--- src/rtl/ternary_hadamard_transform_mod_p_assert.svh ---
// Assertion macros shared by the ternary Hadamard transform RTL.
// Depends on i_clk and i_rst_n being visible in the including module.
`ifndef TERNARY_HADAMARD_TRANSFORM_MOD_P_ASSERT_SVH
`define TERNARY_HADAMARD_TRANSFORM_MOD_P_ASSERT_SVH

// Same-cycle implication, off during reset.
`define THMP_ASSERT_IMP(lbl, ante, cons, msg) \
    lbl: assert property (@(posedge i_clk) disable iff (!i_rst_n) (ante) |-> (cons)) \
        else $error(msg);

// Next-cycle implication, off during reset.
`define THMP_ASSERT_NXT(lbl, ante, cons, msg) \
    lbl: assert property (@(posedge i_clk) disable iff (!i_rst_n) (ante) |=> (cons)) \
        else $error(msg);

`endif

--- src/rtl/thmp_pkg.sv ---
// Package for the ternary Hadamard transform: sizes, prime, codes,
// controller/datapath command types and small helper functions. No dependencies.
package thmp_pkg;

    localparam int TRITS = 8;
    localparam int DEPTH = 3 ** TRITS;
    localparam int AW    = $clog2(DEPTH);
    localparam int DW    = 30;
    localparam int CW    = $clog2(DW);

    localparam logic [DW-1:0] PRIME    = 30'd1000000009;
    localparam logic [DW+1:0] PRIME_X2 = {1'b0, PRIME, 1'b0};

    localparam logic [DW-1:0] ROOT_ONE_RST  = 30'd115381398;
    localparam logic [DW-1:0] ROOT_TWO_RST  = 30'd884618610;
    localparam logic [DW-1:0] INV_THREE_RST = 30'd666666673;
    localparam logic [3:0]    TRITS_RST     = 4'd8;

    typedef logic [AW-1:0] t_addr;
    typedef logic [DW-1:0] t_word;

    typedef enum logic [1:0] {
        OP_WRITE = 2'd0,
        OP_READ  = 2'd1,
        OP_RUN   = 2'd2,
        OP_NOP   = 2'd3
    } t_opcode;

    typedef enum logic [2:0] {
        CFG_INVERSE   = 3'd0,
        CFG_TRITS     = 3'd1,
        CFG_ROOT_ONE  = 3'd2,
        CFG_ROOT_TWO  = 3'd3,
        CFG_INV_THREE = 3'd4
    } t_cfg_idx;

    typedef enum logic [3:0] {
        ST_IDLE,
        ST_READ,
        ST_LOOP,
        ST_RA,
        ST_RB,
        ST_RC,
        ST_CAPC,
        ST_SUM,
        ST_MSTART,
        ST_MWAIT,
        ST_WA,
        ST_WB,
        ST_WC
    } t_state;

    // Products of one butterfly, in issue order.
    typedef enum logic [2:0] {
        MOP_B_WF,
        MOP_C_WS,
        MOP_B_WS,
        MOP_C_WF,
        MOP_X_I3,
        MOP_Y_I3,
        MOP_Z_I3
    } t_mop;

    typedef enum logic [1:0] {
        WS_INPUT,
        WS_X,
        WS_Y,
        WS_Z
    } t_wsel;

    typedef enum logic [1:0] {
        CAP_NONE,
        CAP_A,
        CAP_B,
        CAP_C
    } t_cap;

    typedef struct packed {
        t_addr addr;
        logic  mem_we;
        logic  mem_re;
        t_wsel wsel;
        t_cap  cap;
        logic  sum;
        logic  mul_start;
        t_mop  mop;
        logic  out_load;
        logic  out_from_mem;
    } t_dp_cmd;

    typedef struct packed {
        logic mul_done;
    } t_dp_status;

    // Values below 2^30 are below twice the prime: one subtract reduces.
    function automatic t_word mod_reduce(input t_word v);
        return (v >= PRIME) ? t_word'(v - PRIME) : v;
    endfunction

    // 3^t, saturating t at TRITS.
    function automatic t_addr pow3(input logic [3:0] t);
        t_addr r;
        r = t_addr'(1);
        for (int i = 0; i < TRITS; i++) begin
            if (4'(i) < t) begin
                r = t_addr'(r * 3);
            end
        end
        return r;
    endfunction

endpackage

--- src/rtl/thmp_ctrl.sv ---
// Controller: item handshake, butterfly loop counters and sequencing.
// Depends on thmp_pkg; drives thmp_datapath through t_dp_cmd.
`include "ternary_hadamard_transform_mod_p_assert.svh"

module thmp_ctrl import thmp_pkg::*; (
    input  logic       i_clk,
    input  logic       i_rst_n,
    input  logic       i_in_valid,
    output logic       o_in_ready,
    input  logic [1:0] i_opcode,
    input  t_addr      i_index,
    output logic       o_out_valid,
    input  logic       i_out_ready,
    input  logic       i_inverse,
    input  logic [3:0] i_trits,
    output t_dp_cmd    o_cmd,
    input  t_dp_status i_status
);

    t_state          r_state, n_state;
    logic            r_out_valid, n_out_valid;
    t_addr           r_span, n_span;
    logic [AW+1:0]   r_span3, n_span3;
    t_addr           r_base, n_base;
    t_addr           r_k, n_k;
    t_addr           r_n, n_n;
    t_mop            r_mop, n_mop;

    logic            accept;
    logic            in_range;
    t_addr           addr_a, addr_b, addr_c;
    t_mop            last_mop;
    logic [AW+1:0]   next_base;

    function automatic t_mop next_mop(input t_mop m);
        t_mop r;
        unique case (m)
            MOP_B_WF: r = MOP_C_WS;
            MOP_C_WS: r = MOP_B_WS;
            MOP_B_WS: r = MOP_C_WF;
            MOP_C_WF: r = MOP_X_I3;
            MOP_X_I3: r = MOP_Y_I3;
            MOP_Y_I3: r = MOP_Z_I3;
            default:  r = MOP_B_WF;
        endcase
        return r;
    endfunction

    assign o_in_ready  = (r_state == ST_IDLE) && (!r_out_valid || i_out_ready);
    assign accept      = i_in_valid && o_in_ready;
    assign in_range    = (i_index < t_addr'(DEPTH));
    assign o_out_valid = r_out_valid;
    assign addr_a      = t_addr'(r_base + r_k);
    assign addr_b      = t_addr'(addr_a + r_span);
    assign addr_c      = t_addr'(addr_b + r_span);
    assign last_mop    = i_inverse ? MOP_Z_I3 : MOP_C_WF;
    assign next_base   = {2'b00, r_base} + r_span3;

    always_comb begin
        n_state = r_state;
        n_span  = r_span;
        n_span3 = r_span3;
        n_base  = r_base;
        n_k     = r_k;
        n_n     = r_n;
        n_mop   = r_mop;
        o_cmd              = '0;
        o_cmd.addr         = i_index;
        o_cmd.mop          = r_mop;
        o_cmd.wsel         = WS_INPUT;
        o_cmd.cap          = CAP_NONE;
        unique case (r_state)
            ST_IDLE: begin
                if (accept) begin
                    unique case (t_opcode'(i_opcode))
                        OP_WRITE: begin
                            o_cmd.mem_we   = in_range;
                            o_cmd.out_load = 1'b1;
                        end
                        OP_READ: begin
                            o_cmd.mem_re = in_range;
                            if (in_range) begin
                                n_state = ST_READ;
                            end else begin
                                o_cmd.out_load = 1'b1;
                            end
                        end
                        OP_RUN: begin
                            n_span  = t_addr'(1);
                            n_span3 = (AW+2)'(3);
                            n_base  = '0;
                            n_k     = '0;
                            n_n     = pow3(i_trits);
                            n_state = ST_LOOP;
                        end
                        default: begin
                            o_cmd.out_load = 1'b1;
                        end
                    endcase
                end
            end
            ST_READ: begin
                o_cmd.out_load     = 1'b1;
                o_cmd.out_from_mem = 1'b1;
                n_state            = ST_IDLE;
            end
            ST_LOOP: begin
                if (r_span3 > {2'b00, r_n}) begin
                    // all levels done: answer the run item
                    o_cmd.out_load = 1'b1;
                    n_state        = ST_IDLE;
                end else begin
                    n_state = ST_RA;
                end
            end
            ST_RA: begin
                o_cmd.addr   = addr_a;
                o_cmd.mem_re = 1'b1;
                n_state      = ST_RB;
            end
            ST_RB: begin
                o_cmd.addr   = addr_b;
                o_cmd.mem_re = 1'b1;
                o_cmd.cap    = CAP_A;
                n_state      = ST_RC;
            end
            ST_RC: begin
                o_cmd.addr   = addr_c;
                o_cmd.mem_re = 1'b1;
                o_cmd.cap    = CAP_B;
                n_state      = ST_CAPC;
            end
            ST_CAPC: begin
                o_cmd.cap = CAP_C;
                n_state   = ST_SUM;
            end
            ST_SUM: begin
                o_cmd.sum = 1'b1;
                n_mop     = MOP_B_WF;
                n_state   = ST_MSTART;
            end
            ST_MSTART: begin
                o_cmd.mul_start = 1'b1;
                n_state         = ST_MWAIT;
            end
            ST_MWAIT: begin
                if (i_status.mul_done) begin
                    if (r_mop == last_mop) begin
                        n_state = ST_WA;
                    end else begin
                        n_mop   = next_mop(r_mop);
                        n_state = ST_MSTART;
                    end
                end
            end
            ST_WA: begin
                o_cmd.addr   = addr_a;
                o_cmd.mem_we = 1'b1;
                o_cmd.wsel   = WS_X;
                n_state      = ST_WB;
            end
            ST_WB: begin
                o_cmd.addr   = addr_b;
                o_cmd.mem_we = 1'b1;
                o_cmd.wsel   = WS_Y;
                n_state      = ST_WC;
            end
            ST_WC: begin
                o_cmd.addr   = addr_c;
                o_cmd.mem_we = 1'b1;
                o_cmd.wsel   = WS_Z;
                n_state      = ST_LOOP;
                // advance k, then base, then span
                if ({1'b0, r_k} + 1'b1 < {1'b0, r_span}) begin
                    n_k = t_addr'(r_k + 1'b1);
                end else begin
                    n_k = '0;
                    if (next_base < {2'b00, r_n}) begin
                        n_base = t_addr'(next_base);
                    end else begin
                        n_base  = '0;
                        n_span  = t_addr'(r_span3);
                        n_span3 = (AW+2)'(r_span3 * 3);
                    end
                end
            end
            default: begin
                n_state = ST_IDLE;
            end
        endcase
        n_out_valid = o_cmd.out_load ? 1'b1 : (i_out_ready ? 1'b0 : r_out_valid);
    end

    always_ff @(posedge i_clk) begin
        if (!i_rst_n) begin
            r_state     <= ST_IDLE;
            r_out_valid <= 1'b0;
            r_mop       <= MOP_B_WF;
        end else begin
            r_state     <= n_state;
            r_out_valid <= n_out_valid;
            r_mop       <= n_mop;
        end
        r_span  <= n_span;
        r_span3 <= n_span3;
        r_base  <= n_base;
        r_k     <= n_k;
        r_n     <= n_n;
    end

    `THMP_ASSERT_IMP(a_done_in_wait, i_status.mul_done, r_state == ST_MWAIT, "stray product")
    `THMP_ASSERT_IMP(a_busy_no_result, r_state != ST_IDLE, !r_out_valid, "result held while busy")
    `THMP_ASSERT_IMP(a_load_free, o_cmd.out_load, !r_out_valid || i_out_ready, "result overrun")
    `THMP_ASSERT_NXT(a_accept_leaves, accept && (i_opcode == OP_RUN), r_state == ST_LOOP,
                     "run not started")

endmodule

--- config.mk ---
export PLATFORM = sky130hd
export DESIGN_NAME = thmp_ctrl
export DESIGN_NICKNAME = d
export VERILOG_FILES = /design/src/rtl/thmp_pkg.sv /design/src/rtl/thmp_ctrl.sv
export VERILOG_INCLUDE_DIRS = /design/src /design/src/rtl
export SDC_FILE = /design/constraint.sdc
export NUM_CORES = 1
export LEC_CHECK = 0
export BUFFER_PORTS_ARGS = -buffer_cell sky130_fd_sc_hd__buf_2
export CORE_MARGIN = 2
export CORE_UTILIZATION = 57
export CTS_CLUSTER_SIZE = 20
export DETAILED_ROUTE_END_ITERATION = 7
export PLACE_DENSITY = 0.78
export SYNTH_ARGS = -nofsm -noshare
export SYNTH_HDL_FRONTEND = slang
export SYNTH_SLANG_ARGS = --single-unit
--- constraint.sdc ---
create_clock -name i_clk -period 7.9 [get_ports i_clk]
set_clock_uncertainty 0.1 [all_clocks]
set_input_delay 0.79 -clock i_clk [delete_from_list [all_inputs] [get_ports i_clk]]
set_output_delay 0.79 -clock i_clk [all_outputs]
set_load 0.05 [all_outputs]
Word-level counts from Yosys, hierarchy flattened. Index checks and enable logic that the tools add are counted.

Add/subtract/negate cells: 6. $mul: 8. Divide/modulo/power cells: 0. Magnitude comparators: 12. Eq/ne operators: 28. Shifts and indexed selects: 0. Muxes and demuxes: 76. Bitwise operators: 0. Reduce and logical (&&, ||, !) cells: 21.

Operator list (number): $mux 13 (37); $mul 13x2->13 const B (7); $pmux 13 s2 (3); $mux 15 (4); $pmux 4 s12 (1); $add 13x13->13 (3); $pmux 13 s3 (1); $pmux 15 s2 (1); $eq 4x4->1 const B (5); $pmux 3 s6 (1); $eq 4x3->1 const B (4); $lt 3x4->1 const A (4); $add 13x15->15 (1); $gt 15x13->1 (1); $lt 15x13->1 (1); $mul 15x2->15 const B (1); $add 13x1->14 const B (1); $lt 14x13->1 (1); $add 13x1->13 const B (1); $lt 13x13->1 const B (1); $mux 4 (3); $pmux 2 s3 (2); $mux 1 (10); $ne 2x2->1 const B (5); 31 further kinds (52).

Bits in registers: 75. Bits in latches: 0. Bits in writable memories: 0. ROM bits: 0. Bits of input ports: 25. Output and inout bits: 28. Logic and storage cells: 159. Memories: 0.

Longest topological paths before layout. Gate-level depths: netlist of the first run.

Word-level depth: 38. Depth in mapped cells: 37. Depth with buffers taken out: 33.

Worst setup path after synthesis of the first run. Ideal clock, no wire load.

Kind: input-to-reg. Start point: input i_trits[3]. End point: register r_n[12] (data pin). Library setup time: 0.258 ns. Data arrival time: 7.435 ns. Data required time: 7.542 ns. Slack: 0.107 ns. Stages: 34. Path buffers: 5. Cells stage by stage: buf_2 clkbuf_1 or3_1 or2_2 ha_1 buf_2 buf_2 o32ai_1 a21oi_1 ha_1 xor2_1 nor2_1 nor2_1 inv_1 ha_1 nor2b_1 a221o_1 nor2_1 xor2_1 a21boi_0 ha_1 clkbuf_1 a21o_1 o311ai_0 a31oi_1 xor2_1 mux2_2 ha_1 nor2b_1 a21oi_1 nor2b_1 nor4_1 o21ai_1 xnor2_1.

Longest elaborated chain between the ends: 37. Elaborated cells on any way between the ends: 44. Those cells by class: 7 x mul; 8 x order compare; 29 x mux.

Ends and longest elaborated chain: from (decl) (RTL line thmp_ctrl.sv:15) `input logic [3:0] i_trits,`; $lt 1x4->1 (RTL line thmp_pkg.sv:105) `if (4'(i) < t) begin`; $mux 2 (RTL line thmp_pkg.sv:105); $mux 13 (RTL line thmp_ctrl.sv:75) `unique case (t_opcode'(i_opcode))`; $mux 13 (RTL line thmp_ctrl.sv:74) `if (accept) begin`; $mux 13 (RTL line thmp_ctrl.sv:72) `unique case (r_state)`; $mul 13x2->13 (RTL line thmp_pkg.sv:106) `r = t_addr'(r * 3);`; $mux 13 (RTL line thmp_pkg.sv:105); $mux 13 (RTL line thmp_ctrl.sv:75); [... 21 more ...]; $mux 13 (RTL line thmp_ctrl.sv:72); $mul 13x2->13 (RTL line thmp_pkg.sv:106); $mux 13 (RTL line thmp_pkg.sv:105); $mux 13 (RTL line thmp_ctrl.sv:75); $mux 13 (RTL line thmp_ctrl.sv:74); $mux 13 (RTL line thmp_ctrl.sv:72); $mul 13x2->13 (RTL line thmp_pkg.sv:106); $mux 13 (*) (RTL line thmp_pkg.sv:105); to (signal assigned) (RTL line thmp_ctrl.sv:208) `r_n <= n_n;`; to (decl) (RTL line thmp_ctrl.sv:26) `t_addr r_n, n_n;`.

Mark *: on every way between the ends. The rest lies on a longest branch, timed or not. The select of a mux whose other input is x is not followed. A chain may end at the register's enable or synchronous reset.

Worst setup path in the final report of the first run.
Start point: input i_trits[1]. End point: register r_n[12] (data pin).

The elaborated chain is that of the path after synthesis.

==> flow_summary.json, run 1 <==
{
  "detailedRoute.firstPassIterationCount": 5,
  "p_leak_uw": 0.004159,
  "place.port_buffers": 52,
  "setup_violations": 0,
  "p_int_uw": 1049,
  "power_switching_share": 0.3953,
  "first_global_vias": 7102,
  "proportion_of_register_bits_with_asynchronous_set_or_reset_after_synthesis": 0,
  "outcome": "completed",
  "cp_data_arrival_time_ns": 7.43,
  "number_of_instances_in_the_synthesized_netlist": 1016,
  "time_the_final_worst_path_needs_with_i_o_delays_and_setup_ns": 7.438,
  "area.growth.synth_to_final_pct": 8.500,
  "starting_density_of_the_core": 0.5748,
  "synth-edff-count": 63,
  "cts-root-to-sink-buffers": 2,
  "ir_worst_vdd_mv": 0.2124,
  "dp_hpwl_um": 16120,
  "relSlewSlack": 0.3033,
  "share_clk_of_total_power": 0.214,
  "route.vias.total": 7567,
  "synth.avg_cell_area_um2": 8.505,
  "antenna_found_initial": 0,
  "fin_setup_tns_ns": 0,
  "power_switching_uw": 685.4,
  "cpPeakStageDelay_ns": 0.50,
  "timing.final.crit_share": 0.9415,
  "synth_fp_nets": 1176,
  "critical_path.startpoint_type": "primary input",
  "root_buffer": "clkbuf_16",
  "cts.repair_timing.setup_buffer_count": 0,
  "setup.worst_path.end_class": "register",
  "cts_hold_buf": 0,
  "drt-vias-per-instance": 6.010,
  "number_of_rows_created_at_floorplan": 45,
  "design_area_mm2": 0.009375,
  "clk-insertion-delay-late_ns": 0.34,
  "drtAntennaViolNets": 0,
  "finalWirelength_um": 20210,
  "final.setup.worst_slack_ns": 0.4621,
  "placeableCoreArea_mm2": 0.01503,
  "netlist_area_mm2": 0.008641,
  "avgRoutedWirePerCell_um": 16.06,
  "residual_overflow_from_global_routing": 0,
  "critical_path_class": "primary input to register",
  "grt_start_max_net_pins": 27,
  "tritoncts_num_sinks": 71,
  "critical_path_peak_fanout": 13,
  "maxSlewViolCount": 0,
  "drv.max_cap_violation_count": 0,
  "drc_errors": 0,
  "die_span_x_um": 127.1,
  "dp_cells": 1243,
  "globalplace.congestion": 0.9353,
  "antenna_cells": 0,
  "critPathMostFrequentCell": "ha_1",
  "power.density_cell_area_mw_per_mm2": 185.0,
  "sequential_group_share_of_total_power": 0.262,
  "place_area_mm2": 0.009107,
  "clock.fmax_mhz": 134.4,
  "cts_max_level": 3,
  "design.final.nets": 1226,
  "class_of_the_tightest_hold_or_removal_check": "register to register",
  "synth_seq_area_share": 0.2375,
  "grtUsageTotal": 0.2497,
  "finalHoldViolCount": 0,
  "slowest_stage": "o311ai_0",
  "clk_pin_slew_worst_paths_ns": 0.06,
  "dieArea_mm2": 0.01616,
  "worst-endpoint-required_ns": 7.89,
  "max_slew.worst_pin.slew_ns": 1.041,
  "detail_route.iter0.violations": 436,
  "worst_setup_slack_before_clock_tree_synthesis_ns": 0.1458,
  "cts_tree": "done",
  "p_comb_frac": 0.524,
  "grt_pass1_wl_um": 33130,
  "cts_buffers": 9,
  "postSynth.topFlopCell": "edfxtp_1",
  "yosys_register_bits": 71,
  "synth.lib_cells_used.distinct": 80,
  "cts_repair_resize_count": 0,
  "die_height_um": 127.1,
  "drive_gt1_frac": 0.1092,
  "ys.warnings.count": 0,
  "io-pin-count": 53,
  "layoutNonFillerInstCount": 1259,
  "setup_repair_after_global_routing_missed_its_margin": "no"
}
## power groups by stage
| stage | clock, uW | combinational, uW | sequential (uW) |
|---|---|---|---|
| 5_1_grt | 390 | 1010 | 457 |
| 2_1_floorplan | 0 | 729 | 457 |
| 4_1_cts | 376 | 903 | 454 |
| 6_report | 371 | 908 | 455 |
| 3_3_place_gp | 0 | 876 | 461 |
| 3_5_place_dp | 0 | 896 | 462 |
## critical path: cells and delay by family
kind / cells / cell delay (ns)
buffers and inverters: 2 / 0.25
AND/OR/NAND/NOR: 9 / 1.61
multiplexers: 1 / 0.32
adder cells (fa/ha/maj): 5 / 1.61
AO/OA/AOI/OAI: 9 / 2.26
XOR/XNOR: 4 / 0.55
## Yosys cell counts (8+ instances only)
cell      number  area share
nor2_2         9      0.0065
a31oi_1       16       0.012
a21oi_1       83       0.048
nor2_1        88       0.038
nand2_1       58       0.025
xnor2_1       57       0.058
o21a_1        22       0.019
dfxtp_1        8       0.019
nor2b_1       32       0.023
o21bai_1      11      0.0096
clkbuf_1      15      0.0065
nand4_1        8      0.0058
xor2_1        30       0.030
ha_1         131        0.19
and3_1        18       0.013
nand2b_1      23       0.017
o21ai_0       44       0.025
and2_1        10      0.0072
a21o_1        24       0.021
nand3_1       19       0.011
inv_1         73       0.032
edfxtp_1      63        0.22
nor3_1        25       0.014
## final timing paths
path	startpoint	endpoint	slack, ns	depth (start not counted)
hold reg to reg	r_mop[2]$_SDFFE_PN0P_	r_mop[2]$_SDFFE_PN0P_	0.47	2
setup reg to reg	r_span3[1]$_SDFFCE_PN1P_	r_span[11]$_SDFFCE_PN0P_	2.73	18
hold / removal	r_mop[2]$_SDFFE_PN0P_	r_mop[2]$_SDFFE_PN0P_	0.47	2
setup / recovery	i_trits[1]	r_n[12]$_DFFE_PP_	0.46	30
## state kept, by name (all words and copies together) (netlist names)
signal       flops
r_k             13
r_mop            3
r_span3         14
r_n             11
r_base          13
r_span          12
o_out_valid      1
r_state          4
## layer usage
layer	share of wire	track usage	vias up
met1	0.46	0.3247	3535
li1	-	-	3830
met3	0.037	0.01968	23
met2	0.49	0.4459	179
met4	0.015	0.07304	0
met5	0	0	-
## layout make-up
type                       count  area (um2)
clock buffer                  12       246.5
inverter                      74       277.8
fill                        1306        5658
multi-input combinational    847        6200
clock inverter                 4       21.27
sequential                    71        2052
tap                          188       235.2
timing repair buffer          63       342.8
## cells by family (layout without fill, tap and decap cells)
group / Yosys count / count (layout) / share of synthesized area
flops: 71 / 71 / 0.2375
xor+xnor: 87 / 87 / 0.08818
mux: 10 / 10 / 0.01260
compound gates: 288 / 288 / 0.2223
buf+inv: 98 / 153 / 0.04503
simple gates: 326 / 326 / 0.1942
fa+ha+maj: 136 / 136 / 0.2003
## placed cells by master (no fill, tap or decap), drive strengths merged, types with 7 or more instances in the layout
| master | synthesis | routed |
|---|---|---|
| nand4 | 8 | 8 |
| a21oi | 87 | 87 |
| nand2 | 58 | 58 |
| a222oi | 7 | 7 |
| nor2b | 32 | 32 |
| and2 | 10 | 10 |
| or3 | 7 | 7 |
| nor2 | 97 | 97 |
| nor3 | 26 | 26 |
| a21o | 24 | 24 |
| nand2b | 23 | 23 |
| o21bai | 12 | 12 |
| and3 | 18 | 18 |
| buf | 9 | 63 |
| o21ai | 52 | 52 |
| clkbuf | 15 | 12 |
| edfxtp | 63 | 63 |
| xnor2 | 57 | 57 |
| nand3 | 19 | 19 |
| a31oi | 16 | 16 |
| inv | 73 | 74 |
| xor2 | 30 | 30 |
| o21a | 22 | 22 |
| ha | 131 | 131 |
| mux2 | 7 | 7 |
| dfxtp | 8 | 8 |
## per-stage QoR
stage / hold slack, ns / util / power [uW]
4_1_cts: 0.4815 / 0.6236 / 1734
3_3_place_gp: 0.4681 / 0.6058 / 1337
6_report: 0.4749 / 0.6236 / 1734
2_1_floorplan: 0.4559 / - / 1186
5_1_grt: 0.5367 / 0.6236 / 1861
3_5_place_dp: 0.4734 / 0.6058 / 1357
Note: power is estimated with default switching activity, not from simulation.
==> inputs of run 2 (changes only) <==
--- a/config.mk
+++ b/config.mk
@@ -8,10 +8,10 @@
 export LEC_CHECK = 0
 export BUFFER_PORTS_ARGS = -buffer_cell sky130_fd_sc_hd__buf_2
 export CORE_MARGIN = 2
-export CORE_UTILIZATION = 57
+export CORE_UTILIZATION = 30
+export CTS_CLUSTER_DIAMETER = 150
 export CTS_CLUSTER_SIZE = 20
 export DETAILED_ROUTE_END_ITERATION = 7
-export PLACE_DENSITY = 0.78
 export SYNTH_ARGS = -nofsm -noshare
 export SYNTH_HDL_FRONTEND = slang
 export SYNTH_SLANG_ARGS = --single-unit
==> run 2 against run 1 <==
Effect of this change: via count shrank 0.93%; register-to-register slack better by 0.04 ns; utilization shrank 28 points; maximum frequency shrank 1.0%; clock power grew 25%; count of clock-buffer cells in the layout fell by 3; critical path type unchanged; critical path depth is the same; final cell count is 16% higher; combinational power about the same; wire length increased by 2.0%; sequential power hardly changed; design area increased by 3.8%.
==> flow_summary.json, run 2 (synthesis gave the netlist of run 1 again) <==
{
  "avgRoutedWirePerCell_um": 14.13,
  "time_the_final_worst_path_needs_with_i_o_delays_and_setup_ns": 7.515,
  "clk_pin_slew_worst_paths_ns": 0.06,
  "cts_max_level": 3,
  "number_of_rows_created_at_floorplan": 62,
  "worst_setup_slack_before_clock_tree_synthesis_ns": 0.06306,
  "critPathMostFrequentCell": "ha_1",
  "cts_tree": "done",
  "drtAntennaViolNets": 0,
  "cpPeakStageDelay_ns": 0.55,
  "mostFrequentLayoutCell": "ha_1",
  "grtUsageTotal": 0.1374,
  "tritoncts_num_sinks": 71,
  "placeableCoreArea_mm2": 0.02855,
  "sequential_group_share_of_total_power": 0.249,
  "slowest_stage": "o311ai_0",
  "p_comb_frac": 0.498,
  "max_slew.worst_pin.slew_ns": 1.081,
  "largest_register": "r_span3",
  "dp_hpwl_um": 16560,
  "p_int_uw": 1139,
  "detail_route.iter0.violations": 409,
  "critical_path_peak_fanout": 14,
  "timing.final.crit_share": 0.9513,
  "clk-insertion-delay-late_ns": 0.34,
  "power_switching_share": 0.3762,
  "fill_cells": 2996,
  "class_of_the_tightest_hold_or_removal_check": "register to register",
  "globalplace.congestion": 0.8487,
  "ir_worst_vdd_mv": 0.1052,
  "largestRegisters": "r_span3: 14 flops, r_base: 13 flops, r_k: 13 flops",
  "starting_density_of_the_core": 0.3027,
  "met1_track_usage_gr": 0.1744,
  "finalHoldViolCount": 0,
  "antenna_cells": 0,
  "place.port_buffers": 52,
  "antenna_found_initial": 0,
  "final_cell_mix": "131 x ha_1, 88 x nor2_1, 83 x a21oi_1, 73 x inv_1, 63 x edfxtp_1",
  "io-pin-count": 53,
  "worst-endpoint-required_ns": 7.89,
  "drc_errors": 0,
  "drv.max_cap_violation_count": 0,
  "cts-root-to-sink-buffers": 2,
  "final.setup.worst_slack_ns": 0.3850,
  "design.final.nets": 1230,
  "route.vias.total": 7497,
  "critical_path_class": "primary input to register",
  "grt_use_met3": 0.01886,
  "critical_path.startpoint_type": "primary input",
  "finalWirelength_um": 20610,
  "setup_violations": 0,
  "dp_cells": 1443,
  "root_buffer": "clkbuf_16",
  "cts.repair_timing.setup_buffer_count": 0,
  "hold-worst-slack_ns": 0.4804,
  "drive_gt1_frac": 0.1135,
  "layoutNonFillerInstCount": 1459,
  "finalCoreUtilization": 0.3407,
  "first_global_vias": 7269,
  "cts_buffers": 9,
  "area.growth.synth_to_final_pct": 12.57,
  "dieArea_mm2": 0.03018,
  "setup.worst_path.end_class": "register",
  "detailedRoute.firstPassIterationCount": 7,
  "outcome": "completed",
  "setup_repair_after_global_routing_missed_its_margin": "no",
  "power_switching_uw": 687.1,
  "cp_data_arrival_time_ns": 7.51,
  "relSlewSlack": 0.2766,
  "p_leak_uw": 0.004211,
  "maxSlewViolCount": 0,
  "largest_register_ffs": 14,
  "globalRoute.busiestLayer": "met2",
  "fin_setup_tns_ns": 0,
  "drt-vias-per-instance": 5.138,
  "clock.fmax_mhz": 133.1,
  "grt_pass1_wl_um": 34400,
  "grt_start_max_net_pins": 27,
  "residual_overflow_from_global_routing": 0,
  "share_clk_of_total_power": 0.253,
  "die_span_x_um": 173.7,
  "globalRouteMet2Util": 0.2422,
  "power.density_cell_area_mw_per_mm2": 187.8,
  "die_height_um": 173.7
}
run 2: changes by cell type in the layout (fill, tap and decap cells not counted), moves of 2 or more:
cell,previous run,this run
clkinv_2,3,1
clkbuf_1,2,0
bufinv_16,0,3
buf_4,11,15
clkinv_1,1,3
run 2: path summary, 6_finish.rpt:
kind                                    end                     start  cells past startpoint  slack [ns]
setup / recovery          r_n[12]$_DFFE_PP_                i_trits[2]                     30        0.39
hold / removal        r_mop[2]$_SDFFE_PN0P_     r_mop[2]$_SDFFE_PN0P_                      2        0.48
setup reg to reg  r_span3[11]$_SDFFCE_PN0P_  r_span3[1]$_SDFFCE_PN1P_                     18        2.77
hold reg to reg       r_mop[2]$_SDFFE_PN0P_     r_mop[2]$_SDFFE_PN0P_                      2        0.48
run 2: metal layers:
layer / routed length (um) / vias up
met5: 0 / -
met4: 336 / 0
met3: 874 / 26
met2: 9900 / 146
met1: 9500 / 3498
li1: - / 3827
run 2: power by group through the flow:
stage               clock network [uW]  logic [uW]  registers, uW
global placement                     0         881            461
detailed placement                   0         896            462
global route                       490        1020            456
floorplan                            0         729            457
CTS                                478         902            454
finish                             463         910            454
run 2: through the flow:
stage	area (um2)	power (uW)
after CTS	9719	1833
after detailed placement	9383	1357
after global routing	9727	1969
after global placement	9383	1342
final	9727	1826
after floorplan	8641	1186
run 2: repair_timing:
item                                    in CTS  in global routing
hold buffers                                 0                  0
endpoints found under the setup margin       0                  1
hold endpoints to repair                     0                  0
resized for setup                            0                  1
run 2: worst max-delay path, delay by kind of cell:
kind            cells  cell delay (ns)
compound gates      9             2.19
fa+ha+maj           5             1.70
simple gates        9             1.59
xor+xnor            4             0.66
mux                 1             0.33
buf+inv             2             0.24
run 2: area by class of cell:
type | count | area, um2 | share of cell area
Tap cell | 384 | 480.5 | 0.04940
Sequential cell | 71 | 2052 | 0.2110
Inverter | 74 | 277.8 | 0.02856
Multi-Input combinational cell | 847 | 6207 | 0.6382
Clock inverter | 7 | 111.4 | 0.01145
Timing Repair Buffer | 67 | 372.9 | 0.03833
Clock buffer | 9 | 225.2 | 0.02315
